[src/rtl/abte_pkg.sv]
package abte_pkg;

    localparam int DEFAULT_CAPACITY = 64;

    localparam logic [31:0] EMPTY_SLOT = 32'hFFFF_FFFF;

    typedef enum logic [3:0] {
        FN_INSERT   = 4'd0,
        FN_APPEND   = 4'd1,
        FN_DELETE   = 4'd2,
        FN_SEARCH   = 4'd3,
        FN_COUNT    = 4'd4,
        FN_HEIGHT   = 4'd5,
        FN_COMPLETE = 4'd6,
        FN_PRE      = 4'd7,
        FN_IN       = 4'd8,
        FN_POST     = 4'd9,
        FN_LEVEL    = 4'd10
    } func_t;

    typedef enum logic [2:0] {
        ST_OK         = 3'd0,
        ST_OVERWROTE  = 3'd1,
        ST_OOB        = 3'd2,
        ST_FULL       = 3'd3,
        ST_INVALID    = 3'd4,
        ST_NOT_FOUND  = 3'd5,
        ST_EMPTY_TRAV = 3'd6
    } status_t;

endpackage

[src/rtl/array_binary_tree_engine_unit.sv]
// Binary tree kept in a node store of CAPACITY 32-bit slots, children of slot i at
// 2i+1 and 2i+2, empty slots hold -1. After reset the store is swept to empty, one
// slot per cycle, so the block takes no transaction until the sweep is done.
// Search, count, completeness and level order read the store one slot per cycle
// through its single read port, while the output does not stall a level-order
// emit. Height and the pre-, in- and post-order walks step through the tree one
// move per cycle, while the output does not stall an emit, with no stack,
// climbing back through the parent index. Every operation waits at its end
// until the output is free. One transaction is worked at a time; s_tready is
// high only while idle.
module array_binary_tree_engine_unit
    import abte_pkg::*;
#(
    parameter int CAPACITY = DEFAULT_CAPACITY
) (
    input  logic        aclk,
    input  logic        aresetn,
    input  logic        s_tvalid,
    output logic        s_tready,
    input  logic [47:0] s_tdata,   // func[3:0], node_index[11:4], node_value[43:12]
    output logic        m_tvalid,
    input  logic        m_tready,
    output logic [55:0] m_tdata,   // status[2:0], out_value[34:3], out_index[40:35],
                                   // node_count[47:41], tree_height[51:48],
                                   // is_complete[52]
    output logic        m_tlast
);

    localparam int AW = (CAPACITY > 1) ? $clog2(CAPACITY) : 1;
    localparam int IW = AW + 2;
    localparam int FW = $clog2(CAPACITY + 1);
    localparam int DW = $clog2(AW + 2);
    localparam int HX = DW + 4;

    typedef enum logic [2:0] {
        S_CLEAR, S_IDLE, S_INS, S_DEL, S_SCAN, S_WALK, S_FIN
    } state_t;

    typedef enum logic [1:0] {
        D_ENTER, D_FROM_L, D_FROM_R
    } dir_t;

    state_t            state_reg, state_next;
    func_t             func_reg, func_next;
    logic [31:0]       val_reg, val_next;
    logic [IW-1:0]     idx_reg, idx_next;
    logic [FW-1:0]     fill_reg, fill_next;
    dir_t              dir_reg, dir_next;
    logic [DW-1:0]     depth_reg, depth_next;
    logic [DW-1:0]     hplus_reg, hplus_next;
    logic [FW-1:0]     cnt_reg, cnt_next;
    logic              ok_reg, ok_next;
    logic              seen_reg, seen_next;
    logic              pend_valid_reg, pend_valid_next;
    logic [31:0]       pend_value_reg, pend_value_next;
    logic [AW-1:0]     pend_index_reg, pend_index_next;
    status_t           res_status_reg, res_status_next;
    logic [31:0]       res_value_reg, res_value_next;
    logic [AW-1:0]     res_index_reg, res_index_next;

    logic              m_valid_reg, m_valid_next;
    status_t           out_status_reg, out_status_next;
    logic [31:0]       out_value_reg, out_value_next;
    logic [5:0]        out_index_reg, out_index_next;
    logic [6:0]        out_count_reg, out_count_next;
    logic [3:0]        out_height_reg, out_height_next;
    logic              out_complete_reg, out_complete_next;
    logic              out_last_reg, out_last_next;

    logic              mem_we;
    logic [AW-1:0]     mem_wa;
    logic [31:0]       mem_wd;
    logic [31:0]       rdata;

    func_t             in_func;
    logic [7:0]        in_idx;
    logic [31:0]       in_val;
    logic              out_free;
    logic              occ;
    logic              stall;
    logic              emit_go;
    logic              go_up;
    logic              do_emit;
    logic              is_trav;

    assign in_func = func_t'(s_tdata[3:0]);
    assign in_idx  = s_tdata[11:4];
    assign in_val  = s_tdata[43:12];

    abte_store #(
        .DEPTH (CAPACITY),
        .AW    (AW)
    ) u_store (
        .aclk    (aclk),
        .wr_en   (mem_we),
        .wr_addr (mem_wa),
        .wr_data (mem_wd),
        .rd_addr (idx_next[AW-1:0]),
        .rd_data (rdata)
    );

    always_comb begin
        state_next        = state_reg;
        func_next         = func_reg;
        val_next          = val_reg;
        idx_next          = idx_reg;
        fill_next         = fill_reg;
        dir_next          = dir_reg;
        depth_next        = depth_reg;
        hplus_next        = hplus_reg;
        cnt_next          = cnt_reg;
        ok_next           = ok_reg;
        seen_next         = seen_reg;
        pend_valid_next   = pend_valid_reg;
        pend_value_next   = pend_value_reg;
        pend_index_next   = pend_index_reg;
        res_status_next   = res_status_reg;
        res_value_next    = res_value_reg;
        res_index_next    = res_index_reg;
        m_valid_next      = m_valid_reg;
        out_status_next   = out_status_reg;
        out_value_next    = out_value_reg;
        out_index_next    = out_index_reg;
        out_count_next    = out_count_reg;
        out_height_next   = out_height_reg;
        out_complete_next = out_complete_reg;
        out_last_next     = out_last_reg;
        mem_we            = 1'b0;
        mem_wa            = idx_reg[AW-1:0];
        mem_wd            = EMPTY_SLOT;
        emit_go           = 1'b0;
        go_up             = 1'b0;
        do_emit           = 1'b0;

        out_free = !m_valid_reg || m_tready;
        stall    = pend_valid_reg && !out_free;
        occ      = (idx_reg < IW'(fill_reg)) && (rdata != EMPTY_SLOT);
        is_trav  = (func_reg == FN_PRE) || (func_reg == FN_IN) ||
                   (func_reg == FN_POST) || (func_reg == FN_LEVEL);

        if (m_valid_reg && m_tready) begin
            m_valid_next = 1'b0;
        end

        unique case (state_reg)
            S_CLEAR: begin
                mem_we = 1'b1;
                if (idx_reg == IW'(CAPACITY - 1)) begin
                    idx_next   = '0;
                    state_next = S_IDLE;
                end else begin
                    idx_next = idx_reg + 1'b1;
                end
            end
            S_IDLE: begin
                if (s_tvalid) begin
                    func_next       = in_func;
                    val_next        = in_val;
                    idx_next        = IW'(in_idx);
                    cnt_next        = '0;
                    hplus_next      = '0;
                    depth_next      = '0;
                    ok_next         = 1'b1;
                    seen_next       = 1'b0;
                    pend_valid_next = 1'b0;
                    dir_next        = D_ENTER;
                    res_status_next = ST_OK;
                    res_value_next  = '0;
                    res_index_next  = '0;
                    case (in_func)
                        FN_INSERT: begin
                            if (32'(in_idx) >= 32'(CAPACITY)) begin
                                res_status_next = ST_OOB;
                                state_next      = S_FIN;
                            end else begin
                                state_next = S_INS;
                            end
                        end
                        FN_APPEND: begin
                            if (fill_reg >= FW'(CAPACITY)) begin
                                res_status_next = ST_FULL;
                            end else begin
                                mem_we         = 1'b1;
                                mem_wa         = AW'(fill_reg);
                                mem_wd         = in_val;
                                res_index_next = AW'(fill_reg);
                                fill_next      = fill_reg + 1'b1;
                            end
                            state_next = S_FIN;
                        end
                        FN_DELETE: begin
                            if (32'(in_idx) >= 32'(fill_reg)) begin
                                res_status_next = ST_INVALID;
                                state_next      = S_FIN;
                            end else begin
                                state_next = S_DEL;
                            end
                        end
                        FN_SEARCH, FN_COUNT, FN_COMPLETE, FN_LEVEL: begin
                            idx_next   = '0;
                            state_next = S_SCAN;
                        end
                        FN_HEIGHT, FN_PRE, FN_IN, FN_POST: begin
                            idx_next   = '0;
                            state_next = S_WALK;
                        end
                        default: begin
                            state_next = S_IDLE;
                        end
                    endcase
                end
            end
            S_INS: begin
                mem_we          = 1'b1;
                mem_wd          = val_reg;
                res_status_next = (rdata != EMPTY_SLOT) ? ST_OVERWROTE : ST_OK;
                res_index_next  = idx_reg[AW-1:0];
                if (idx_reg >= IW'(fill_reg)) begin
                    fill_next = FW'(idx_reg + 1'b1);
                end
                state_next = S_FIN;
            end
            S_DEL: begin
                if (rdata == EMPTY_SLOT) begin
                    res_status_next = ST_INVALID;
                end else begin
                    mem_we         = 1'b1;
                    res_value_next = rdata;
                    res_index_next = idx_reg[AW-1:0];
                end
                state_next = S_FIN;
            end
            S_SCAN: begin
                if (idx_reg >= IW'(fill_reg)) begin
                    if (func_reg == FN_SEARCH) begin
                        res_status_next = ST_NOT_FOUND;
                    end
                    state_next = S_FIN;
                end else begin
                    case (func_reg)
                        FN_SEARCH: begin
                            if (rdata == val_reg) begin
                                res_index_next = idx_reg[AW-1:0];
                                state_next     = S_FIN;
                            end else begin
                                idx_next = idx_reg + 1'b1;
                            end
                        end
                        FN_COUNT: begin
                            if (occ) begin
                                cnt_next = cnt_reg + 1'b1;
                            end
                            idx_next = idx_reg + 1'b1;
                        end
                        FN_COMPLETE: begin
                            if (!occ) begin
                                seen_next = 1'b1;
                            end else if (seen_reg) begin
                                ok_next = 1'b0;
                            end
                            idx_next = idx_reg + 1'b1;
                        end
                        default: begin
                            if (!occ) begin
                                idx_next = idx_reg + 1'b1;
                            end else if (!stall) begin
                                emit_go  = 1'b1;
                                idx_next = idx_reg + 1'b1;
                            end
                        end
                    endcase
                end
            end
            S_WALK: begin
                unique case (dir_reg)
                    D_ENTER: begin
                        do_emit = (func_reg == FN_PRE);
                        if (!occ) begin
                            go_up = 1'b1;
                        end else if (!(do_emit && stall)) begin
                            emit_go = do_emit;
                            if ((depth_reg + 1'b1) > hplus_reg) begin
                                hplus_next = depth_reg + 1'b1;
                            end
                            idx_next   = {idx_reg[IW-2:0], 1'b1};
                            depth_next = depth_reg + 1'b1;
                            dir_next   = D_ENTER;
                        end
                    end
                    D_FROM_L: begin
                        do_emit = (func_reg == FN_IN);
                        if (!(do_emit && stall)) begin
                            emit_go    = do_emit;
                            idx_next   = {idx_reg[IW-2:0], 1'b0} + IW'(2);
                            depth_next = depth_reg + 1'b1;
                            dir_next   = D_ENTER;
                        end
                    end
                    default: begin
                        do_emit = (func_reg == FN_POST);
                        if (!(do_emit && stall)) begin
                            emit_go = do_emit;
                            go_up   = 1'b1;
                        end
                    end
                endcase
                if (go_up) begin
                    if (idx_reg == '0) begin
                        state_next = S_FIN;
                    end else begin
                        idx_next   = (idx_reg - 1'b1) >> 1;
                        dir_next   = idx_reg[0] ? D_FROM_L : D_FROM_R;
                        depth_next = depth_reg - 1'b1;
                    end
                end
            end
            default: begin
                if (out_free) begin
                    m_valid_next      = 1'b1;
                    out_last_next     = 1'b1;
                    out_count_next    = '0;
                    out_height_next   = '0;
                    out_complete_next = 1'b0;
                    if (is_trav) begin
                        if (pend_valid_reg) begin
                            out_status_next = ST_OK;
                            out_value_next  = pend_value_reg;
                            out_index_next  = 6'(pend_index_reg);
                        end else begin
                            out_status_next = ST_EMPTY_TRAV;
                            out_value_next  = '0;
                            out_index_next  = '0;
                        end
                    end else begin
                        out_status_next = res_status_reg;
                        out_value_next  = res_value_reg;
                        out_index_next  = 6'(res_index_reg);
                        if (func_reg == FN_COUNT) begin
                            out_count_next = 7'(cnt_reg);
                        end
                        if (func_reg == FN_HEIGHT) begin
                            out_height_next = 4'(HX'(hplus_reg) - HX'(1));
                        end
                        if (func_reg == FN_COMPLETE) begin
                            out_complete_next = ok_reg;
                        end
                    end
                    pend_valid_next = 1'b0;
                    state_next      = S_IDLE;
                end
            end
        endcase

        // hand the held node to the output, keep the new one until the next arrives
        if (emit_go) begin
            if (pend_valid_reg) begin
                m_valid_next      = 1'b1;
                out_status_next   = ST_OK;
                out_value_next    = pend_value_reg;
                out_index_next    = 6'(pend_index_reg);
                out_count_next    = '0;
                out_height_next   = '0;
                out_complete_next = 1'b0;
                out_last_next     = 1'b0;
            end
            pend_valid_next = 1'b1;
            pend_value_next = rdata;
            pend_index_next = idx_reg[AW-1:0];
        end
    end

    always_ff @(posedge aclk) begin
        if (!aresetn) begin
            state_reg      <= S_CLEAR;
            idx_reg        <= '0;
            fill_reg       <= '0;
            dir_reg        <= D_ENTER;
            pend_valid_reg <= 1'b0;
            m_valid_reg    <= 1'b0;
        end else begin
            state_reg      <= state_next;
            idx_reg        <= idx_next;
            fill_reg       <= fill_next;
            dir_reg        <= dir_next;
            pend_valid_reg <= pend_valid_next;
            m_valid_reg    <= m_valid_next;
        end
        func_reg         <= func_next;
        val_reg          <= val_next;
        depth_reg        <= depth_next;
        hplus_reg        <= hplus_next;
        cnt_reg          <= cnt_next;
        ok_reg           <= ok_next;
        seen_reg         <= seen_next;
        pend_value_reg   <= pend_value_next;
        pend_index_reg   <= pend_index_next;
        res_status_reg   <= res_status_next;
        res_value_reg    <= res_value_next;
        res_index_reg    <= res_index_next;
        out_status_reg   <= out_status_next;
        out_value_reg    <= out_value_next;
        out_index_reg    <= out_index_next;
        out_count_reg    <= out_count_next;
        out_height_reg   <= out_height_next;
        out_complete_reg <= out_complete_next;
        out_last_reg     <= out_last_next;
    end

    assign s_tready = (state_reg == S_IDLE);
    assign m_tvalid = m_valid_reg;
    assign m_tlast  = out_last_reg;
    assign m_tdata  = {3'b000, out_complete_reg, out_height_reg, out_count_reg,
                       out_index_reg, out_value_reg, out_status_reg};

endmodule

[src/rtl/abte_store.sv]
module abte_store
    import abte_pkg::*;
#(
    parameter int DEPTH = DEFAULT_CAPACITY,
    parameter int AW    = $clog2(DEFAULT_CAPACITY)
) (
    input  logic          aclk,
    input  logic          wr_en,
    input  logic [AW-1:0] wr_addr,
    input  logic [31:0]   wr_data,
    input  logic [AW-1:0] rd_addr,
    output logic [31:0]   rd_data
);

    logic [31:0] mem [DEPTH];
    logic [31:0] rd_data_reg;

    always_ff @(posedge aclk) begin
        if (wr_en) begin
            mem[wr_addr] <= wr_data;
        end
        rd_data_reg <= mem[rd_addr];
    end

    assign rd_data = rd_data_reg;

endmodule
[config.mk]
export PLATFORM = sky130hd
export DESIGN_NAME = array_binary_tree_engine_unit
export DESIGN_NICKNAME = d
export VERILOG_FILES = /design/src/rtl/abte_pkg.sv /design/src/rtl/array_binary_tree_engine_unit.sv /design/src/rtl/abte_store.sv
export SDC_FILE = /design/constraint.sdc
export NUM_CORES = 2
export LEC_CHECK = 0
export BUFFER_PORTS_ARGS = -buffer_cell sky130_fd_sc_hd__buf_4
export CORE_ASPECT_RATIO = 0.7
export CORE_MARGIN = 2
export CORE_UTILIZATION = 50
export CTS_CLUSTER_SIZE = 20
export DETAILED_ROUTE_END_ITERATION = 8
export GPL_TIMING_DRIVEN = 0
export PLACE_DENSITY_LB_ADDON = 0.12
export SYNTH_ARGS = -nofsm -noshare
export SYNTH_HDL_FRONTEND = slang
export SYNTH_SLANG_ARGS = --single-unit
[constraint.sdc]
create_clock -name aclk -period 5.8 [get_ports aclk]
set_clock_uncertainty 0.05 [all_clocks]
set_input_delay 1.45 -clock aclk [delete_from_list [all_inputs] [get_ports aclk]]
set_output_delay 1.45 -clock aclk [all_outputs]
set_load 0.05 [all_outputs]
# Word-level counts from Yosys, hierarchy flattened
# Memories as Yosys holds them, arrays and structs flattened. A register that Yosys moved wholly into a read port is not among the register bits.
# Cells that the tools add are included.
[word_totals]
reg_bits = 206
latchBits = 0
mem_bits_rw = 2048
romBits = 0
inputBits = 52
output_inout_bits = 59
word_cells = 311
memories = 1
[classes]
addsub = 8
mul = 0
n_div = 0
n_lt_le_gt_ge = 6
n_eq_ne = 56
n_shift = 0
mux = 168
n_bitwise = 0
reduce_logical = 46
[mem_list]
columns = ["memory", "words", "width", "read_ports", "rd_clocked_by_memory_dff", "write_ports", "line", "rtl"]
rows = [
  ["u_store.mem", 64, 32, 1, 1, 1, "abte_store.sv:15", "logic [31:0] mem [DEPTH];"],
]
[ops]
columns = ["op", "n"]
rows = [
  ["two-way mux 32 bit", 11],
  ["one-hot mux 32 bit (2 select lines)", 2],
  ["two-way mux 6 bit", 17],
  ["two-way mux 7 bit", 14],
  ["two-way mux 8 bit", 12],
  ["two-way mux 3 bit", 31],
  ["two-way mux 1 bit", 44],
  ["inequality test 2 bit, second input constant", 20],
  ["== test 32 bit", 1],
  ["== test 32 bit, second input constant", 1],
  ["== test 4 x 3 -> 1 bit, second input constant", 8],
  ["inequality test 32 bit, second input constant", 1],
  ["one-hot mux 8 bit (2 select lines)", 2],
  ["one-hot mux 8 bit (4 select lines)", 1],
  ["one-hot mux 3 bit (5 select lines)", 2],
  ["one-hot mux 7 bit (2 select lines)", 2],
  ["AND reduction 5 bit", 5],
  ["== test 4 bit, second input constant", 6],
  ["two-way mux 4 bit", 6],
  ["one-hot mux 6 bit (4 select lines)", 1],
  ["two-way mux 2 bit", 9],
  ["one-hot mux 3 bit (2 select lines)", 3],
  ["AND reduction 6 bit", 3],
  [">= comparator 8 x 7 -> 1 bit", 2],
  ["other kinds (47)", 80],
]

# Longest topological paths before layout
[depth]
word_depth = 11
depth_mapped = 21

# Cells and area by module
# Synthesis repeated with hierarchy kept, for this count alone.
[unflattened]
hier_cells = 4709
hier_area_um2 = 90304.1
[modules_own_cells]
columns = ["module", "n_inst", "cells_each", "area_each_um2", "seq_area_each_um2"]
rows = [
  ["abte_store", 1, 3511, 79039.6, 62139.6],
  ["array_binary_tree_engine_unit", 1, 1198, 11264.6, 5425.2],
]

# Least setup slack after synthesis
# Ideal clock, no wire load.
[synth_timing]
kind = "in2reg"
start = "in s_tdata[1]"
end = "mem u_store.mem[43][0] (enable)"
arrival_ns = 4.727
required_time_ns = 5.329
setup_slack_ns = 0.602
stages = 8
n_path_buf = 3
cell_sequence = "or3_1 or3_1 clkbuf_1 clkbuf_1 a31oi_1 clkbuf_1 nand3_1 nor2_1"
[synth_between]
elab_chain_len = 6
elab_cells_between_ends = 9
cone_classes = "1 x eq/ne; 8 x mux"
[synth_lines]
columns = ["element", "line", "rtl"]
rows = [
  ["from (decl)", "array_binary_tree_engine_unit.sv:20", "input logic [47:0] s_tdata,"],
  ["== test 4 x 1 -> 1 bit *", "array_binary_tree_engine_unit.sv:170", "case (in_func)"],
  ["two-way mux 1 bit", "array_binary_tree_engine_unit.sv:170", ""],
  ["two-way mux 1 bit", "array_binary_tree_engine_unit.sv:156", "if (s_tvalid) begin"],
  ["one-hot mux 1 bit (3 select lines)", "array_binary_tree_engine_unit.sv:145", "unique case (state_reg)"],
  ["two-way mux 1 bit", "abte_store.sv:19", "if (wr_en) begin"],
  ["two-way mux 1 bit (not written as such)", "abte_store.sv:20", "mem[wr_addr] <= wr_data;"],
  ["to (decl)", "abte_store.sv:15", ""],
]
# Mark *: on every way between the ends. The rest lies on a longest branch, timed or not.

# Worst setup path after layout
[layout_timing]
start = "reg u_store.rd_data_reg[30] (netlist: u_store.rd_data[30]), read port of u_store.mem"
end = "reg u_store.rd_data_reg[4] (netlist: u_store.rd_data[4]), read port of u_store.mem"
[layout_between]
elab_chain_len = 7
elab_cells_between_ends = 15
cone_classes = "2 x eq/ne; 12 x mux; 1 x reduce/logical"
[layout_lines]
columns = ["element", "line", "rtl"]
rows = [
  ["from (decl)", "abte_store.sv:16", "logic [31:0] rd_data_reg;"],
  ["inequality test 32 bit", "array_binary_tree_engine_unit.sv:137", "occ = (idx_reg < IW'(fill_reg)) && (rdata != EMPTY_SLOT);"],
  ["logical AND 1 bit", "array_binary_tree_engine_unit.sv:137", ""],
  ["two-way mux 8 bit or two-way mux 1 bit (tied branches)", "array_binary_tree_engine_unit.sv:278", "if (!occ) begin"],
  ["one-hot mux 8 bit (2 select lines) or one-hot mux 1 bit (2 select lines) (tied branches)", "array_binary_tree_engine_unit.sv:275", "unique case (dir_reg)"],
  ["two-way mux 8 bit or two-way mux 1 bit (tied branches)", "array_binary_tree_engine_unit.sv:308, array_binary_tree_engine_unit.sv:145", ""],
  ["two-way mux 8 bit", "array_binary_tree_engine_unit.sv:307", "if (go_up) begin"],
  ["one-hot mux 8 bit (4 select lines) *", "array_binary_tree_engine_unit.sv:145", ""],
]
# Mark *: on every way between the ends. The rest lies on a longest branch, timed or not. The select of a mux whose other input is x is not followed.
# A chain may end at the register's enable or synchronous reset.

==> results.md <==
- The number of antenna violations at the first check in global routing came to 36.
- Measured on the finished design, the core utilization comes to 58.8%.
- The post-detailed-route via-to-cell ratio is 6.30.
- The largest area contributor in the synthesized netlist is edfxtp_1.
- The largest individual stage delay along the critical path comes from the cell o41ai_4.
- The core region is approximately 180000 um2.
- Net switching is 46.6% of the power.
- For this run, the leading register cell type out of synthesis is edfxtp_1.
- Summing all placed instances gives a cell area of a little under 100000 um2.
- For the worst-skew pair, the clock arrives at the later sink with an insertion delay of 0.86 ns.
- The type of the most critical hold path is reg2reg.
- The maximum root-to-sink buffer count is 3.
- The largest delay contributor family on the critical path is simple AND/OR/NAND/NOR gates.
- Sorting the synthesized cells by area gives the leading types as edfxtp_1 (71%), nand2_1 (5.2%), mux2i_1 (3.6%).
- The smallest clock period supported by the final layout is computed as 5.94 ns.
- The largest stage delay on the critical path is 0.63 ns.
- After synthesis the cells add up to 92600 um2.
- The detailed-router iteration count before antenna repair is 6.
- The run finished, with violations left.
- The number of flip-flops in the largest register is 2048.
- The number of hold buffers added after CTS is 0.
- The via count of the first global-routing pass is between 50000 and 60000.
- The number of violations of the max-capacitance limit is 0.
- Once routing completed, OpenROAD measured the worst setup slack at -0.144 ns.
- The final number of hold-violating endpoints came to 0.
- After technology mapping, the gate count stands at about 6700.
- The actual transition at the worst max-transition pin is 1.17 ns.
- The congestion estimate from routability-driven global placement came to 0.960.
- The completed layout was analyzed and its total power is between 0.06 and 0.07 W.
- The remaining design rule violation count is 0.
- The type of the setup path with the least slack is reg2reg.
- The H-tree was split into 4 levels.
- In this run the register-to-register setup slack is -0.14 ns.
- STA classifies the critical path startpoint as a flop.
- The cell occurring most often along the worst timing path is nand4_1.
- Per report_power, the combinational group accounts for 51.4% of the total.
- The synthesized design contains 2178 enable-type register cells.
- The post-detailed-placement half-perimeter wirelength is 211000 um.
- The net switching power figure is 0.0319 W.
- Counting every sink on the clock net gives 2286.
- The critical path goes through xor2_1, nor4_1, nand4_1, nor3_4, o41a_1, o21ai_1, o41ai_4, nand2_4, buf_4, nand4_1, clkbuf_2, a211oi_1, nor4_2, and4b_2, nand4_1.
- The total leakage power is 34.0 nW.
- The worst register-to-register path has a depth of 15.
- The I/O pin count is 111.
- The final-layout setup total negative slack is -1.50 ns.
- The first routing iteration left 9827 violations.
- The number of flip-flops and latches in the synthesized netlist is 2286.
- In the post-synthesis netlist, the cell with the most instances is edfxtp_1.
- Summed over its instances, the top area cell type makes up just over 70% of the synthesized netlist area.
- In this run the clock root is driven by a clkbuf_16.
- The maximum fanout encountered on the critical timing path is 10.
- Internal power comes to approximately 0.037 W.
- Yosys printed 0 warnings.
- Setup violations remaining at the end of the flow were counted as 27.
- The power per unit of standard cell area is 633 nW/um2.
- Synthesis instantiated 86 different standard cells from the library.
- Input and output buffers added on the ports amount to 103.
- Across all layers, the routed design uses 61632 vias.
- The worst hold endpoint is out_status_reg[0]$_DFF_P_.
- VDD sags by at most 0.445 mV.
- TritonCTS built the clock tree.
- The final layout contains 7209 nets.
- Across every metal layer, demand over resource in global routing totals 31.7%.
- The initialized floorplan defines approximately 130 standard-cell rows.
- Entering global routing, the biggest net connects 65 pins.
- The share of the clock period used by the worst path is 102%.
- The kind of end point of the critical path is a flop.
- The area growth from synthesis to layout is 17.2%.
- Data on the critical path arrives at its endpoint at 6.51 ns.
- In the synthesized netlist the async set-or-reset flop fraction comes to 0%.
- The sequential share of the synthesized area is 73.0%.
- Headroom to the max-slew limit came out at 21.0%.
- The floorplan die width is 518 um.
- The upper clock frequency limit is 168 MHz.
- Registers are responsible for 28.7% of the overall power.
- Per report_power, the clock group accounts for 19.8% of the total.
- The initial core utilization is 50.2%.
- The checks that failed: setup timing.
- In this run the vertical extent of the chip is 364 um.
- Counting instances, the worst hold path has a depth of 2.
- The final wirelength is 304000 um.
- Data on the critical path is required at its endpoint by 6.36 ns.
- The commonest cells after synthesis are edfxtp_1 (2178), nand2_1 (1285), nand3_1 (630).
- The number of buffers and inverters on the critical path is 2.
- Cells with a size suffix above 1 make up 16.4% of the layout.
- Setup repair after global routing could not meet its margin everywhere.
- The average cell area after synthesis is 13.8 um2.
- After clock tree synthesis, the clock-pin slew on the worst setup and hold paths is 0.07 ns.
- The CTS buffer count is 209.
- The final max-slew violation count is 0.
- The startpoint identified for the worst register-to-register timing path is u_store.rd_data[30]$_DFF_P_.
- The worst setup slack after placement is -2.66 ns.
- The die covers about 190000 um2.
- Once detail routing completed, the nets flagged for antenna violations numbered 0.
- The register with the most flip-flops is u_store.mem.
- The final non-filler cell area is 108000 um2.
- The end of the worst register-to-register path is u_store.rd_data[4]$_DFF_P_.
- The first global-routing pass estimated roughly 430000 um of wire.
- For this run the aggregate overflow at the end of global routing stands at 0.
- The worst hold path startpoint is out_status_reg[0]$_DFF_P_.
- Dividing the detail-routed wire length by the instance count gives 31.1 um.
-- cell type report --
type                    instances  area [um2]
well taps                    2479        3100
clock inverters               113        1010
clock buffers                 267        5530
inverters                      32         125
multi-input cells            3921       25700
diodes                          9        22.5
flip-flops and latches       2286       67600
plain buffers                 451        2310
repair buffers                232        3080
fillers                     14454       76000
-- power groups by stage --
| stage | sequential [W] | clock (W) | combinational [W] |
|---|---|---|---|
| after floorplan | 0.0203 | 0 | 0.0169 |
| after global placement | 0.0202 | 0 | 0.0304 |
| after detailed placement | 0.0200 | 0 | 0.0311 |
| after CTS | 0.0197 | 0.0137 | 0.0334 |
| after global routing | 0.0197 | 0.0143 | 0.0367 |
| final | 0.0197 | 0.0136 | 0.0353 |
-- worst register-to-register path, delay by kind of cell (launching register included) --
kind | cells | cell delay (ns)
AOI/OAI and AO/OA | 4 | 1.20
buffers and inverters | 2 | 0.53
DFF | 1 | 0.56
xor gates and xnor gates | 1 | 0.12
and+or+nand+nor | 8 | 3.24
-- placed cells by master, fill, tap and decap left out, types with 32 or more instances in the layout --
master | Yosys | layout
buf_2 | 113 | 88
a211oi_1 | 304 | 251
a21oi_1 | 124 | 123
mux2i_1 | 330 | 329
clkinv_2 | 0 | 38
a31oi_1 | 84 | 55
nand3_1 | 630 | 627
a211oi_2 | 20 | 69
and3_1 | 231 | 230
edfxtp_1 | 2178 | 2178
nor2_1 | 140 | 74
dfxtp_1 | 108 | 104
a21boi_0 | 130 | 130
mux2_2 | 62 | 62
nand2_1 | 1285 | 1283
nand4_1 | 51 | 51
xor2_1 | 40 | 40
clkbuf_16 | 0 | 211
buf_12 | 0 | 78
buf_4 | 5 | 172
buf_1 | 60 | 32
clkinv_1 | 2 | 44
o21ai_0 | 69 | 68
nor2_4 | 0 | 64
clkbuf_2 | 2 | 75
clkbuf_1 | 266 | 226
nor4_4 | 0 | 59
-- kinds of logic after synthesis --
| family | Yosys count | synth area share (%) |
|---|---|---|
| AOI/OAI and AO/OA | 894 | 6.86 |
| xor gates and xnor gates | 55 | 0.520 |
| adders and majority gates | 24 | 0.324 |
| buffers and inverters | 485 | 2.20 |
| DFF | 2286 | 73.0 |
| muxes | 395 | 4.40 |
| other | 1 | 0.00405 |
| and+or+nand+nor | 2550 | 12.7 |
-- through the flow --
stage	cells	hold WS, ns
finish	9790	0.406
global route	9781	0.426
CTS	9768	0.407
detailed placement	9362	0.400
global placement	9274	0.401
floorplan	6692	0.381
-- metal layers --
metal / vias to the layer above / GRT usage [%] / share of wire [%]
li1: 26202 / - / -
met1: 31353 / 49.6 / 43
met2: 3642 / 43.6 / 41
met3: 431 / 8.20 / 13
met4: 4 / 8.59 / 2.6
met5: - / 0 / 0.0076
-- worst max path at each step --
| stage | startpoint | endpoint | slack, ns | depth (start not counted) |
|---|---|---|---|---|
| 6_report | u_store.rd_data[30]$_DFF_P_ | u_store.rd_data[4]$_DFF_P_ | -0.14 | 15 |
| 4_1_cts | idx_reg[1]$_SDFF_PN0_ | u_store.rd_data[4]$_DFF_P_ | -0.17 | 20 |
| 3_5_place_dp | s_tdata[0] | u_store.rd_data[3]$_DFF_P_ | -2.66 | 17 |
| 5_1_grt | state_reg[0]$_SDFFE_PN0P_ | u_store.mem[20][18]$_DFFE_PP_ | -0.13 | 10 |
| 3_3_place_gp | s_tdata[0] | u_store.rd_data[3]$_DFF_P_ | -2.67 | 17 |
| 2_1_floorplan | s_tdata[1] | u_store.mem[43][0]$_DFFE_PP_ | 0.60 | 8 |
-- what timing repair did --
action                     4_1_cts  5_1_grt
gates cloned                     0        0
setup endpoints to repair      297      715
resized for setup              389      186
pin swaps                       41       42
setup buffers                   26       15
Note: power is estimated with default switching activity, not from simulation.
